[src/rtl/assert_macros.svh]
// ----------------------------------------------------------------------------
// assert_macros.svh
// Assertion helpers shared by the RTL; compiled away under SYNTHESIS.
// ----------------------------------------------------------------------------
`ifndef ASSERT_MACROS_SVH
`define ASSERT_MACROS_SVH

`ifndef SYNTHESIS
// Implication checked on every clock edge outside reset.
`define ASSERT_IMPL(lbl, ante, cons, msg) \
  lbl: assert property (@(posedge clk) disable iff (!rst_n) (ante) |-> (cons)) \
    else $error(msg);
// Implication checked in the cycle after the antecedent.
`define ASSERT_NEXT(lbl, ante, cons, msg) \
  lbl: assert property (@(posedge clk) disable iff (!rst_n) (ante) |=> (cons)) \
    else $error(msg);
`else
`define ASSERT_IMPL(lbl, ante, cons, msg)
`define ASSERT_NEXT(lbl, ante, cons, msg)
`endif

`endif

[src/rtl/u8fa_pkg.sv]
// ----------------------------------------------------------------------------
// u8fa_pkg
// Types, constants and the Latin letter folding table of the UTF-8 folder.
// ----------------------------------------------------------------------------
`timescale 1ns / 1ps

package u8fa_pkg;

  localparam int CP_W = 21;

  localparam logic [7:0] CH_SPACE = 8'h20;
  localparam logic [7:0] CH_DEL   = 8'h7F;
  localparam logic [7:0] CH_QMARK = 8'h3F;

  typedef struct packed {
    logic [CP_W-1:0] cp;   // code point bits gathered so far
    logic [1:0]      rem;  // continuation bytes still expected
    logic            bad;  // sequence saw a bad continuation
  } state_t;

  typedef struct packed {
    logic       two;
    logic [6:0] c0;
    logic [6:0] c1;
  } fold_t;

  typedef struct packed {
    state_t     nxt;
    logic       emit;  // at least one result for this byte
    logic       has;   // first result carries a character
    logic       two;   // a second character follows
    logic [6:0] c0;
    logic [6:0] c1;
  } dec_t;

  function automatic fold_t f1(logic [7:0] a);
    fold_t f;
    f.two = 1'b0;
    f.c0  = a[6:0];
    f.c1  = 7'd0;
    return f;
  endfunction

  function automatic fold_t f2(logic [7:0] a, logic [7:0] b);
    fold_t f;
    f.two = 1'b1;
    f.c0  = a[6:0];
    f.c1  = b[6:0];
    return f;
  endfunction

  // Fold Latin-1 and Latin Extended-A letters; everything else is '?'.
  function automatic fold_t fold_letter(logic [CP_W-1:0] code);
    fold_t f;
    f = f1(CH_QMARK);
    if (code[CP_W-1:9] == '0) begin
      case (code[8:0])
        9'h0C0, 9'h0C1, 9'h0C2, 9'h0C3, 9'h0C5: f = f1("A");
        9'h0C4: f = f2("A", "e");
        9'h0C6: f = f2("A", "E");
        9'h0C7: f = f1("C");
        9'h0C8, 9'h0C9, 9'h0CA, 9'h0CB: f = f1("E");
        9'h0CC, 9'h0CD, 9'h0CE, 9'h0CF: f = f1("I");
        9'h0D1: f = f1("N");
        9'h0D2, 9'h0D3, 9'h0D4, 9'h0D5, 9'h0D8: f = f1("O");
        9'h0D6: f = f2("O", "e");
        9'h0D9, 9'h0DA, 9'h0DB: f = f1("U");
        9'h0DC: f = f2("U", "e");
        9'h0DD: f = f1("Y");
        9'h0DF: f = f2("s", "s");
        9'h0E0, 9'h0E1, 9'h0E2, 9'h0E3, 9'h0E5: f = f1("a");
        9'h0E4, 9'h0E6: f = f2("a", "e");
        9'h0E7: f = f1("c");
        9'h0E8, 9'h0E9, 9'h0EA, 9'h0EB: f = f1("e");
        9'h0EC, 9'h0ED, 9'h0EE, 9'h0EF: f = f1("i");
        9'h0F1: f = f1("n");
        9'h0F2, 9'h0F3, 9'h0F4, 9'h0F5, 9'h0F8: f = f1("o");
        9'h0F6: f = f2("o", "e");
        9'h0F9, 9'h0FA, 9'h0FB: f = f1("u");
        9'h0FC: f = f2("u", "e");
        9'h0FD, 9'h0FF: f = f1("y");
        9'h102, 9'h104: f = f1("A");
        9'h103, 9'h105: f = f1("a");
        9'h106, 9'h10C: f = f1("C");
        9'h107, 9'h10D: f = f1("c");
        9'h10E, 9'h110: f = f1("D");
        9'h10F, 9'h111: f = f1("d");
        9'h118, 9'h11A: f = f1("E");
        9'h119, 9'h11B: f = f1("e");
        9'h141: f = f1("L");
        9'h142: f = f1("l");
        9'h143, 9'h147: f = f1("N");
        9'h144, 9'h148: f = f1("n");
        9'h150: f = f1("O");
        9'h151: f = f1("o");
        9'h158: f = f1("R");
        9'h159: f = f1("r");
        9'h15A, 9'h160: f = f1("S");
        9'h15B, 9'h161: f = f1("s");
        9'h164: f = f1("T");
        9'h165: f = f1("t");
        9'h16E, 9'h170: f = f1("U");
        9'h16F, 9'h171: f = f1("u");
        9'h179, 9'h17B, 9'h17D: f = f1("Z");
        9'h17A, 9'h17C, 9'h17E: f = f1("z");
        default: f = f1(CH_QMARK);
      endcase
    end
    return f;
  endfunction

endpackage

[src/rtl/u8fa_in_if.sv]
// ----------------------------------------------------------------------------
// u8fa_in_if
// Byte channel into the folder: valid/ready with one text byte per transfer.
// ----------------------------------------------------------------------------
`timescale 1ns / 1ps

interface u8fa_in_if;
  logic       valid;
  logic       ready;
  logic [7:0] text_byte;
  logic       text_last;

  modport source (output valid, output text_byte, output text_last, input ready);
  modport sink   (input valid, input text_byte, input text_last, output ready);
endinterface

[src/rtl/u8fa_out_if.sv]
// ----------------------------------------------------------------------------
// u8fa_out_if
// Character channel out of the folder: valid/ready with one result per transfer.
// ----------------------------------------------------------------------------
`timescale 1ns / 1ps

interface u8fa_out_if;
  logic       valid;
  logic       ready;
  logic [6:0] ascii_char;
  logic       has_char;
  logic       run_last;
  logic       text_end;

  modport source (output valid, output ascii_char, output has_char,
                  output run_last, output text_end, input ready);
  modport sink   (input valid, input ascii_char, input has_char,
                  input run_last, input text_end, output ready);
endinterface

[src/rtl/utf8_to_folded_ascii.sv]
// Path: an input transfer passes the input register, then the result register.
// Throughput: one byte per cycle while the output accepts results; a byte that
//   folds to two letters holds the next result back until its second letter transfers.
// Reset: synchronous, active low; clears the decoder state and all valid flags.
// ----------------------------------------------------------------------------
// utf8_to_folded_ascii
// UTF-8 byte stream to printable ASCII with Latin letter transliteration.
// ----------------------------------------------------------------------------
`timescale 1ns / 1ps
`include "assert_macros.svh"

module utf8_to_folded_ascii (
  input  logic              clk,
  input  logic              rst_n,
  u8fa_in_if.sink           in_ch,
  u8fa_out_if.source        out_ch
);

  // Input register stage: holds one accepted byte.
  logic       in_v_r;
  logic [7:0] in_byte_r;
  logic       in_last_r;

  // Decoder state, updated as a byte leaves the input register.
  u8fa_pkg::state_t st_r;

  // Result register plus a slot for the second letter of a two-letter fold.
  logic       out_v_r;
  logic [6:0] out_char_r;
  logic       out_has_r;
  logic       out_run_r;
  logic       out_end_r;
  logic       sec_v_r;
  logic [6:0] sec_char_r;
  logic       sec_end_r;

  u8fa_pkg::dec_t dec;

  logic slot_free;
  logic advance;
  logic load;
  logic out_xfer;

  u8fa_decode u_dec (
    .st        (st_r),
    .text_byte (in_byte_r),
    .text_last (in_last_r),
    .dec       (dec)
  );

  // The result register frees up when it is empty or its final result transfers.
  assign out_xfer  = out_v_r && out_ch.ready;
  assign slot_free = !out_v_r || (out_ch.ready && !sec_v_r);
  // A byte with no result never waits on the output side.
  assign advance   = in_v_r && (!dec.emit || slot_free);
  assign load      = advance && dec.emit;

  assign in_ch.ready = !in_v_r || advance;

  always_ff @(posedge clk) begin
    if (!rst_n) begin
      in_v_r <= 1'b0;
    end else if (in_ch.ready) begin
      in_v_r <= in_ch.valid;
    end
  end

  always_ff @(posedge clk) begin
    if (in_ch.ready && in_ch.valid) begin
      in_byte_r <= in_ch.text_byte;
      in_last_r <= in_ch.text_last;
    end
  end

  always_ff @(posedge clk) begin
    if (!rst_n) begin
      st_r <= '0;
    end else if (advance) begin
      st_r <= dec.nxt;
    end
  end

  // Result valid flags: shift the second letter forward, load a new byte,
  // or drop the flag once the result transfers.
  always_ff @(posedge clk) begin
    if (!rst_n) begin
      out_v_r <= 1'b0;
      sec_v_r <= 1'b0;
    end else if (out_xfer && sec_v_r) begin
      sec_v_r <= 1'b0;
    end else if (load) begin
      out_v_r <= 1'b1;
      sec_v_r <= dec.two;
    end else if (out_xfer) begin
      out_v_r <= 1'b0;
    end
  end

  always_ff @(posedge clk) begin
    if (out_xfer && sec_v_r) begin
      out_char_r <= sec_char_r;
      out_has_r  <= 1'b1;
      out_run_r  <= 1'b1;
      out_end_r  <= sec_end_r;
    end else if (load) begin
      out_char_r <= dec.c0;
      out_has_r  <= dec.has;
      out_run_r  <= !dec.two;
      out_end_r  <= in_last_r && !dec.two;
      sec_char_r <= dec.c1;
      sec_end_r  <= in_last_r;
    end
  end

  assign out_ch.valid      = out_v_r;
  assign out_ch.ascii_char = out_char_r;
  assign out_ch.has_char   = out_has_r;
  assign out_ch.run_last   = out_run_r;
  assign out_ch.text_end   = out_end_r;

  // A pending second letter always sits behind a valid first result.
  `ASSERT_IMPL(a_sec_behind_out, sec_v_r, out_v_r, "second letter without a result ahead")
  // A bare end marker closes both the byte's run and the text.
  `ASSERT_IMPL(a_marker_ends, out_v_r && !out_has_r, out_run_r && out_end_r,
               "end marker without run_last and text_end")
  // Decoder state is clear after the final byte of a text.
  `ASSERT_NEXT(a_idle_after_end, advance && in_last_r, st_r == '0,
               "decoder state not cleared at end of text")

endmodule

[src/rtl/u8fa_decode.sv]
// ----------------------------------------------------------------------------
// u8fa_decode
// One UTF-8 byte step: next decoder state and the characters it yields.
// ----------------------------------------------------------------------------
`timescale 1ns / 1ps

module u8fa_decode (
  input  u8fa_pkg::state_t st,
  input  logic [7:0]       text_byte,
  input  logic             text_last,
  output u8fa_pkg::dec_t   dec
);

  u8fa_pkg::fold_t fold;
  u8fa_pkg::state_t nx;
  logic             done;
  logic             n1;
  logic             cont_ok;

  always_comb begin
    nx      = st;
    done    = 1'b0;
    n1      = 1'b0;
    cont_ok = (text_byte[7:6] == 2'b10);
    dec.c0  = 7'd0;
    dec.c1  = 7'd0;
    dec.two = 1'b0;
    fold    = u8fa_pkg::f1(u8fa_pkg::CH_QMARK);

    if (st.rem == 2'd0) begin
      if (!text_byte[7]) begin
        n1 = 1'b1;
        if (text_byte >= u8fa_pkg::CH_SPACE && text_byte < u8fa_pkg::CH_DEL) begin
          dec.c0 = text_byte[6:0];
        end else begin
          dec.c0 = u8fa_pkg::CH_SPACE[6:0];
        end
      end else if (text_byte[7:5] == 3'b110) begin
        nx.cp  = u8fa_pkg::CP_W'(text_byte[4:0]);
        nx.rem = 2'd1;
        nx.bad = 1'b0;
      end else if (text_byte[7:4] == 4'b1110) begin
        nx.cp  = u8fa_pkg::CP_W'(text_byte[3:0]);
        nx.rem = 2'd2;
        nx.bad = 1'b0;
      end else if (text_byte[7:3] == 5'b11110) begin
        nx.cp  = u8fa_pkg::CP_W'(text_byte[2:0]);
        nx.rem = 2'd3;
        nx.bad = 1'b0;
      end
    end else begin
      // Gather six bits per good continuation; a bad one poisons the sequence.
      if (!cont_ok) begin
        nx.bad = 1'b1;
      end else if (!st.bad) begin
        nx.cp = {st.cp[u8fa_pkg::CP_W-7:0], text_byte[5:0]};
      end
      nx.rem = 2'(st.rem - 2'd1);
      if (nx.rem == 2'd0) begin
        done = !nx.bad;
        fold = u8fa_pkg::fold_letter(nx.cp);
        nx.cp  = '0;
        nx.bad = 1'b0;
      end
    end

    if (done) begin
      n1      = 1'b1;
      dec.c0  = fold.c0;
      dec.c1  = fold.c1;
      dec.two = fold.two;
    end

    // End of text drops any open sequence.
    if (text_last) begin
      nx = '0;
    end

    dec.nxt  = nx;
    dec.has  = n1;
    dec.emit = n1 || text_last;
  end

endmodule

[src/flat_wrapper.sv]
// flat-port wrapper written by rule: the top's interface ports become plain ports
module utf8_to_folded_ascii_flat 
  (clk, rst_n, in_ch_valid, in_ch_text_byte, in_ch_text_last, in_ch_ready, out_ch_valid, out_ch_ascii_char, out_ch_has_char, out_ch_run_last, out_ch_text_end, out_ch_ready);
  u8fa_in_if in_ch_i ();
  u8fa_out_if out_ch_i ();
  input  logic clk;
  input  logic rst_n;
  input wire logic [$bits(in_ch_i.valid)-1:0] in_ch_valid;
  input wire logic [$bits(in_ch_i.text_byte)-1:0] in_ch_text_byte;
  input wire logic [$bits(in_ch_i.text_last)-1:0] in_ch_text_last;
  output wire logic [$bits(in_ch_i.ready)-1:0] in_ch_ready;
  output wire logic [$bits(out_ch_i.valid)-1:0] out_ch_valid;
  output wire logic [$bits(out_ch_i.ascii_char)-1:0] out_ch_ascii_char;
  output wire logic [$bits(out_ch_i.has_char)-1:0] out_ch_has_char;
  output wire logic [$bits(out_ch_i.run_last)-1:0] out_ch_run_last;
  output wire logic [$bits(out_ch_i.text_end)-1:0] out_ch_text_end;
  input wire logic [$bits(out_ch_i.ready)-1:0] out_ch_ready;
  assign in_ch_i.valid = in_ch_valid;
  assign in_ch_i.text_byte = in_ch_text_byte;
  assign in_ch_i.text_last = in_ch_text_last;
  assign in_ch_ready = in_ch_i.ready;
  assign out_ch_valid = out_ch_i.valid;
  assign out_ch_ascii_char = out_ch_i.ascii_char;
  assign out_ch_has_char = out_ch_i.has_char;
  assign out_ch_run_last = out_ch_i.run_last;
  assign out_ch_text_end = out_ch_i.text_end;
  assign out_ch_i.ready = out_ch_ready;
  utf8_to_folded_ascii u_core (.clk(clk), .rst_n(rst_n), .in_ch(in_ch_i), .out_ch(out_ch_i));
endmodule
[config.mk]
export PLATFORM = sky130hd
export DESIGN_NAME = utf8_to_folded_ascii_flat
export DESIGN_NICKNAME = d
export VERILOG_FILES = /design/src/rtl/u8fa_pkg.sv /design/src/rtl/u8fa_in_if.sv /design/src/rtl/u8fa_out_if.sv /design/src/rtl/utf8_to_folded_ascii.sv /design/src/rtl/u8fa_decode.sv /design/src/flat_wrapper.sv
export VERILOG_INCLUDE_DIRS = /design/src /design/src/rtl
export SDC_FILE = /design/constraint.sdc
export NUM_CORES = 1
export LEC_CHECK = 0
export ABC_CLOCK_PERIOD_IN_PS = 4100
export BUFFER_PORTS_ARGS = -buffer_cell sky130_fd_sc_hd__buf_2
export CAP_MARGIN = 40
export CORE_ASPECT_RATIO = 0.6
export CORE_MARGIN = 4
export CORE_UTILIZATION = 40
export CTS_CLUSTER_DIAMETER = 50
export CTS_CLUSTER_SIZE = 24
export DETAILED_ROUTE_END_ITERATION = 8
export GPL_TIMING_DRIVEN = 0
export SLEW_MARGIN = 20
export SYNTH_ARGS = -nofsm -noshare
export SYNTH_HDL_FRONTEND = slang
export SYNTH_SLANG_ARGS = --single-unit
[constraint.sdc]
create_clock -name clk -period 4.1 [get_ports clk]
set_input_delay 0.205 -clock clk [delete_from_list [all_inputs] [get_ports clk]]
set_output_delay 0.205 -clock clk [all_outputs]
set_load 0.05 [all_outputs]
==> impl_metrics.sql, run 1 <==
INSERT INTO impl_metrics (metric_group, metric, value, unit) VALUES
('layout', 'multi_input_area', '2470', 'um2'),
('critical_path', 'timing.critical_path.from', 'u_core.in_byte_r[1]$_DFFE_PP_', ''),
('critical_path', 'crit_path_end', 'u_core.out_ch.ascii_char[5]$_DFFE_PP_', ''),
('critical_path', 'required', '4.15', 'ns'),
('layout', 'final_net_count', '510', ''),
('die', 'die_h', '84.7', 'um'),
('flow_run', 'maxCapViolations', '0', ''),
('placed_design', 'place.gp.congestion', '0.971', ''),
('timing', 'slew_headroom', '43.1', '%'),
('critical_path', 'critical-path-top-cell-by-count', 'clkbuf_1', ''),
('timing', 'rsz0062_at_grt', 'false', ''),
('cts', 'cts_num_sinks', '51', ''),
('layout', 'insertedDiodeCount', '0', ''),
('cts', 'worst_skew_pair.late_latency', '0.30', 'ns'),
('drt', 'initialDrtViolationCount', '665', ''),
('die', 'placementRows', '27', ''),
('cts', 'cts-hold-fix-buffers', '0', ''),
('yosys', 'proportion_of_synthesized_flip_flops_having_asynchronous_set_or_reset', '0', '%'),
('drt', 'vias_per_cell', '6.63', ''),
('timing', 'hold_viol_final', '0', ''),
('cts', 'clk_pin_slew_worst_paths', '0.08', 'ns'),
('timing', 'clock.fmax', '0.266', 'GHz'),
('placed_design', 'placed_cells', '620', ''),
('critical_path', 'crit_path_end_kind', 'flop', ''),
('cts', 'post_cts_resized', '0', ''),
('global_route', 'grt_util_all_layers', '26.1', '%'),
('drt', 'remaining_drc_errors', '0', ''),
('global_route', 'gr-total-overflow', '0', ''),
('critical_path', 'slowest_stage', 'clkbuf_1', ''),
('hold_path', 'hold_class', 'in -> reg', ''),
('timing', 'fin_setup_tns', '0', 'ns'),
('cts', 'root_buffer', 'clkbuf_16', ''),
('yosys', 'synth_nets', '480', ''),
('critical_path', 'r2r_setup_slack', '0.34', 'ns'),
('die', 'initial_utilization', '41.9', '%'),
('timing', 'final.min_clock_period', '3.76', 'ns'),
('cts', 'tritoncts.num_buffers', '5', ''),
('die', 'die_width', '136', 'um'),
('layout', 'area_delta_synth_final', '10.9', '%'),
('timing', 'timing.final.max_slew_violations', '0', ''),
('die', 'fp.dieArea', '11500', 'um2'),
('critical_path', 'r2r_cells', '10', ''),
('yosys', 'synth_area', '3920', 'um2'),
('placed_design', 'port_buffers', '23', ''),
('layout', 'final-seq-area', '1240', 'um2'),
('critical_path', 'crit_fanout', '10', ''),
('critical_path', 'worst_r2r_endpoint', 'u_core.out_ch.ascii_char[5]$_DFFE_PP_', ''),
('timing', 'finalClockSkew', '0.00890', 'ns'),
('layout', 'post_layout_nonfiller_instances', '628', ''),
('cts', 'post-cts-setup-buffer-count', '0', ''),
('die', 'ios', '25', ''),
('pwr', 'leakage_power_figure', '1.44', 'nW'),
('yosys', 'synth_cells', '467', ''),
('yosys', 'ys_seq_area_share', '31.7', '%'),
('yosys', 'synthesis.area_per_instance', '8.39', 'um2'),
('placed_design', 'hpwlAfterDp', '11300', 'um'),
('pwr', 'worst_ir_drop_vdd', '158', 'uV'),
('yosys', 'yosys_most_used_dff', 'dfxtp_1', ''),
('yosys', 'synthesis.yosys.warnings', '0', ''),
('drt', 'pre_repair_dr_iteration_count', '5', ''),
('critical_path', 'crit_path_max_incr_delay', '0.56', 'ns'),
('critical_path', 'start_kind', 'flop', ''),
('pwr', 'power', '1.28', 'mW'),
('layout', 'final_util', '46.4', '%'),
('cts', 'cts.htree.levels', '2', ''),
('layout', 'filler_cell_count', '930', ''),
('critical_path', 'worst_ep_arrival', '3.81', 'ns'),
('global_route', 'wire_length_of_the_first_global_routing_pass', '23500', 'um'),
('layout', 'layout-drive-gt1-share', '14.1', '%'),
('critical_path', 'timing_worst_setup_path_type', 'reg -> reg', ''),
('status', 'status', 'finished, final reports clean', '');
==> sequential cells by signal, summed over array words and instances (netlist names), 4 cells and up <==
signal,count
u_core.in_byte_r,8
u_core.sec_char_r,4
u_core.st_r,24
u_core.out_ch.ascii_char,7
==> power breakdown <==
group          switching, mW  leakage [nW]  internal (mW)
sequential            0.0146         0.449          0.549
clock                  0.203        0.0760          0.230
combinational          0.196         0.915         0.0869
==> area by class of cell <==
type	instances	share of cell area, %
Multi-Input combinational cell	373	57.0
Sequential cell	51	28.6
Buffer	36	4.06
Tap cell	130	3.74
Clock buffer	5	2.88
Timing Repair Buffer	23	2.65
Inverter	7	0.605
Clock inverter	3	0.518
==> layout by cell type (no fill, tap or decap), types with 8 or more instances in the layout <==
| cell | synthesis | final |
|---|---|---|
| nor3_1 | 29 | 29 |
| nor2_1 | 43 | 43 |
| buf_2 | 9 | 32 |
| o22ai_1 | 8 | 8 |
| edfxtp_1 | 22 | 22 |
| nand2_1 | 26 | 26 |
| nand3_1 | 13 | 13 |
| mux2i_1 | 13 | 13 |
| mux2_2 | 8 | 8 |
| a21oi_1 | 17 | 17 |
| a31oi_1 | 10 | 10 |
| nor2b_1 | 29 | 29 |
| clkbuf_1 | 17 | 17 |
| nand2b_1 | 13 | 13 |
| o21ai_0 | 11 | 11 |
| a22oi_1 | 16 | 16 |
| dfxtp_1 | 29 | 29 |
==> per-stage QoR <==
step                instance area [um2]  hold WS (ns)  setup slack (ns)
floorplan                          3920         0.304              1.37
global placement                   4200         0.381             0.562
detailed placement                 4200         0.383             0.629
CTS                                4340        0.0796             0.615
global route                       4340        0.0741             0.384
finish                             4340        0.0841             0.344
==> Yosys cell counts, types with 9 or more instances <==
cell type | instances | area share [%]
clkbuf_1 | 17 | 1.6
o21ai_0 | 11 | 1.4
a31oi_1 | 10 | 1.6
edfxtp_1 | 22 | 17
nand2b_1 | 13 | 2.1
a22oi_1 | 16 | 3.1
nor2b_1 | 29 | 4.6
buf_2 | 9 | 1.1
dfxtp_1 | 29 | 15
nand2_1 | 26 | 2.5
a21oi_1 | 17 | 2.2
nor2_1 | 43 | 4.1
mux2i_1 | 13 | 3.3
nand3_1 | 13 | 1.7
nor3_1 | 29 | 3.7
==> logic make-up after synthesis <==
kind of cell | Yosys count | synth area share [%]
compound gates | 130 | 24.9
xor+xnor | 5 | 1.12
mux | 22 | 6.00
simple gates | 216 | 31.2
flops | 51 | 31.7
buf+inv | 43 | 5.17
==> critical path: cells and delay by family (launching register included) <==
family / cells / cell delay, ns
muxes: 1 / 0.41
AOI/OAI and AO/OA: 5 / 1.40
and+or+nand+nor: 2 / 0.26
buffers and inverters: 2 / 1.04
DFF: 1 / 0.40
==> how the worst min path moves through the flow <==
stage                                          to               start  slack [ns]  cells after the start
CTS                 u_core.in_byte_r[0]$_DFFE_PP_  in_ch_text_byte[0]        0.08                      1
floorplan           u_core.in_byte_r[0]$_DFFE_PP_  in_ch_text_byte[0]        0.30                      0
detailed placement  u_core.in_byte_r[6]$_DFFE_PP_  in_ch_text_byte[6]        0.38                      1
finish              u_core.in_byte_r[0]$_DFFE_PP_  in_ch_text_byte[0]        0.08                      1
global route        u_core.in_byte_r[6]$_DFFE_PP_  in_ch_text_byte[6]        0.07                      1
global placement    u_core.in_byte_r[7]$_DFFE_PP_  in_ch_text_byte[7]        0.38                      1
==> metal layers <==
| layer | routed length [um] | up-vias | track usage, % |
|---|---|---|---|
| met5 | 0 | - | 0 |
| met1 | 7260 | 2004 | 40.9 |
| met4 | 345 | 0 | 6.13 |
| met3 | 1470 | 38 | 5.93 |
| met2 | 5840 | 276 | 35.7 |
| li1 | - | 1848 | - |
Power figures use the tool's default switching activity.
==> run 2, diff against run 1 <==
ABC_CLOCK_PERIOD_IN_PS = 3600   (was 4100)
PLACE_DENSITY = 0.59   (was not set)
SKIP_LAST_GASP = 1   (was not set)
clock period = 3.6 ns   (was 4.1 ns; I/O delays follow)
==> run 2 against run 1 <==
Against the previous run:
- total power increased by 16%
- via count increased by 0.24%
- flip-flop and latch count stayed put
- combinational power increased by 14%
- cell count rose by 0.16%
- global-route usage grew 0.23 points
- non-clock buffer count is 1 higher
- routed wire length rose by 1.5%
- clock-buffer cell count unchanged
==> impl_metrics.sql, run 2 (synthesized netlist as in run 1, its figures left out) <==
INSERT INTO impl_metrics (metric_group, metric, value, unit) VALUES
('critical_path', 'worst_path_dominant_cell_family', 'compound AO/OA/AOI/OAI gates', ''),
('hold_path', 'hold_class', 'in -> reg', ''),
('global_route', 'grt_start_max_net_pins', '18', ''),
('drt', 'routed-via-count', '4176', ''),
('layout', 'mostFrequentLayoutCells', 'nor2_1, buf_2, nor3_1, nor2b_1, dfxtp_1', ''),
('placed_design', 'placed_cells', '620', ''),
('timing', 'worst_max_slew_pin_slew', '0.798', 'ns'),
('flow_run', 'maxCapViolations', '0', ''),
('layout', 'final_common_cell', 'nor2_1', ''),
('cts', 'cts.htree.levels', '2', ''),
('critical_path', 'slowest_stage', 'a2111oi_0', ''),
('pwr', 'leakage_power_figure', '1.45', 'nW'),
('pwr', 'p_switching', '0.493', 'mW'),
('drt', 'drtAntennaViolNets', '0', ''),
('global_route', 'antenna_found_initial', '0', ''),
('timing', 'rsz0062_at_grt', 'false', ''),
('global_route', 'first_global_vias', '3891', ''),
('drt', 'initialDrtViolationCount', '587', ''),
('timing', 'fin_setup_tns', '0', 'ns'),
('cts', 'post-cts-setup-buffer-count', '0', ''),
('global_route', 'grt_use_met3', '9.46', '%'),
('cts', 'cts-hold-fix-buffers', '0', ''),
('timing', 'finalSetupViolCount', '0', ''),
('timing', 'hold_viol_final', '0', ''),
('timing', 'timing.final.max_slew_violations', '0', ''),
('placed_design', 'port_buffers', '23', ''),
('timing', 'min_period_over_period', '95.0', '%'),
('global_route', 'globalRoute.busiestLayer', 'met1', ''),
('die', 'ios', '25', ''),
('layout', 'post-route-cell-area', '4370', 'um2'),
('layout', 'final_net_count', '511', ''),
('cts', 'tritoncts_clock_tree', 'built', ''),
('layout', 'final_util', '46.7', '%'),
('pwr', 'power.clock.fraction', '34.8', '%'),
('global_route', 'met1_routing_resource_usage_after_global_routing', '39.4', '%'),
('pwr', 'netSwitchingFraction', '33.2', '%'),
('placed_design', 'hpwlAfterDp', '11500', 'um'),
('global_route', 'grt_util_all_layers', '26.4', '%'),
('cts', 'max-clock-path-buffers', '2', ''),
('placed_design', 'dp_worst_setup_slack', '0.133', 'ns'),
('cts', 'tritoncts.num_buffers', '5', ''),
('critical_path', 'required', '3.66', 'ns'),
('pwr', 'power', '1.48', 'mW'),
('status', 'status', 'finished, final reports clean', ''),
('drt', 'pre_repair_dr_iteration_count', '5', ''),
('die', 'die_h', '84.7', 'um'),
('critical_path', 'crit_path_cell_trace', 'nand2_1, a2111oi_0, a32oi_1, o221a_1, nor3b_2, a41oi_4, a31oi_1, a211o_1', ''),
('die', 'core_box_area', '9360', 'um2'),
('global_route', 'wire_length_of_the_first_global_routing_pass', '23200', 'um'),
('timing', 'layout_setup_ws', '0.180', 'ns'),
('drt', 'post_dr_wirelength_cell', '24.1', 'um'),
('critical_path', 'start_kind', 'flop', ''),
('timing', 'final.min_clock_period', '3.42', 'ns'),
('critical_path', 'worst_ep_arrival', '3.48', 'ns'),
('layout', 'insertedDiodeCount', '0', ''),
('critical_path', 'timing_worst_setup_path_type', 'reg -> reg', ''),
('die', 'placementRows', '27', ''),
('layout', 'area_delta_synth_final', '11.4', '%'),
('placed_design', 'detailed_place.area', '4200', 'um2'),
('drt', 'vias_per_cell', '6.64', ''),
('global_route', 'gr-total-overflow', '0', ''),
('timing', 'clock.fmax', '0.292', 'GHz'),
('pwr', 'cell_internal_power', '0.990', 'mW'),
('critical_path', 'crit_path_max_incr_delay', '0.78', 'ns'),
('layout', 'top_register_by_number_of_flip_flops', 'u_core.st_r', ''),
('timing', 'slew_headroom', '45.4', '%'),
('critical_path', 'critPathBufInv', '0', ''),
('pwr', 'seq_power_share', '43.4', '%'),
('pwr', 'power_density', '340', 'nW/um2'),
('cts', 'clk_pin_slew_worst_paths', '0.07', 'ns'),
('timing', 'finalClockSkew', '0.0166', 'ns'),
('global_route', 'global_route.usage.met2', '35.6', '%'),
('cts', 'worst_skew_pair.late_latency', '0.32', 'ns'),
('critical_path', 'crit_fanout', '8', ''),
('die', 'fp.dieArea', '11500', 'um2'),
('placed_design', 'place.gp.congestion', '0.979', ''),
('layout', 'layout-drive-gt1-share', '15.4', '%'),
('critical_path', 'crit_path_end_kind', 'flop', ''),
('cts', 'cts_num_sinks', '51', ''),
('die', 'die_width', '136', 'um'),
('pwr', 'worst_ir_drop_vdd', '221', 'uV'),
('die', 'initial_utilization', '41.9', '%'),
('timing', 'hold-worst-slack', '0.0463', 'ns'),
('cts', 'root_buffer', 'clkbuf_16', ''),
('drt', 'remaining_drc_errors', '0', ''),
('drt', 'postRouteWirelength', '15100', 'um'),
('layout', 'largest_reg_flops', '24', ''),
('pwr', 'power.combinational.fraction', '21.8', '%'),
('layout', 'post_layout_nonfiller_instances', '629', '');
[run 2: timing repair]
| item | 4_1_cts | 5_1_grt |
|---|---|---|
| resized for setup | 0 | 9 |
| setup endpoints to repair | 0 | 5 |
| hold endpoints to repair | 0 | 0 |
[run 2: cell type report]
type                       count  area (um2)
tap                          130         163
multi-input combinational    373        2490
buffer                        36         180
fill                         982        4990
clock inverter                 3        22.5
clock buffer                   5         125
sequential                    51        1240
timing repair buffer          24         123
inverter                       7        26.3
[run 2: per-layer routing]
layer / up-vias / wire length (um)
met5: - / 0
met4: 0 / 289
met3: 26 / 2090
met2: 320 / 5840
met1: 1975 / 6930
li1: 1855 / -
[run 2: worst register-to-register path: cells and delay by family, from the launching register on]
kind | cells | cell delay (ns)
compound gates | 6 | 2.05
simple gates | 2 | 0.52
flops | 1 | 0.62
[run 2: path summary, 6_finish.rpt]
kind | slack (ns) | end | depth (start not counted) | from
setup / recovery | 0.18 | u_core.out_ch.ascii_char[5]$_DFFE_PP_ | 8 | u_core.in_byte_r[4]$_DFFE_PP_
hold / removal | 0.05 | u_core.in_last_r$_DFFE_PP_ | 1 | in_ch_text_last
setup reg to reg | 0.18 | u_core.out_ch.ascii_char[5]$_DFFE_PP_ | 8 | u_core.in_byte_r[4]$_DFFE_PP_
hold reg to reg | 0.48 | u_core.out_ch.run_last$_SDFFE_PP1P_ | 1 | u_core.out_ch.run_last$_SDFFE_PP1P_
[run 2: power by group through the flow]
stage               logic, mW  registers, mW  clock network (mW)
CTS                     0.308          0.642               0.517
global placement        0.310          0.654                   0
floorplan               0.191          0.675                   0
detailed placement      0.307          0.656                   0
finish                  0.323          0.643               0.517
global route            0.340          0.645               0.550
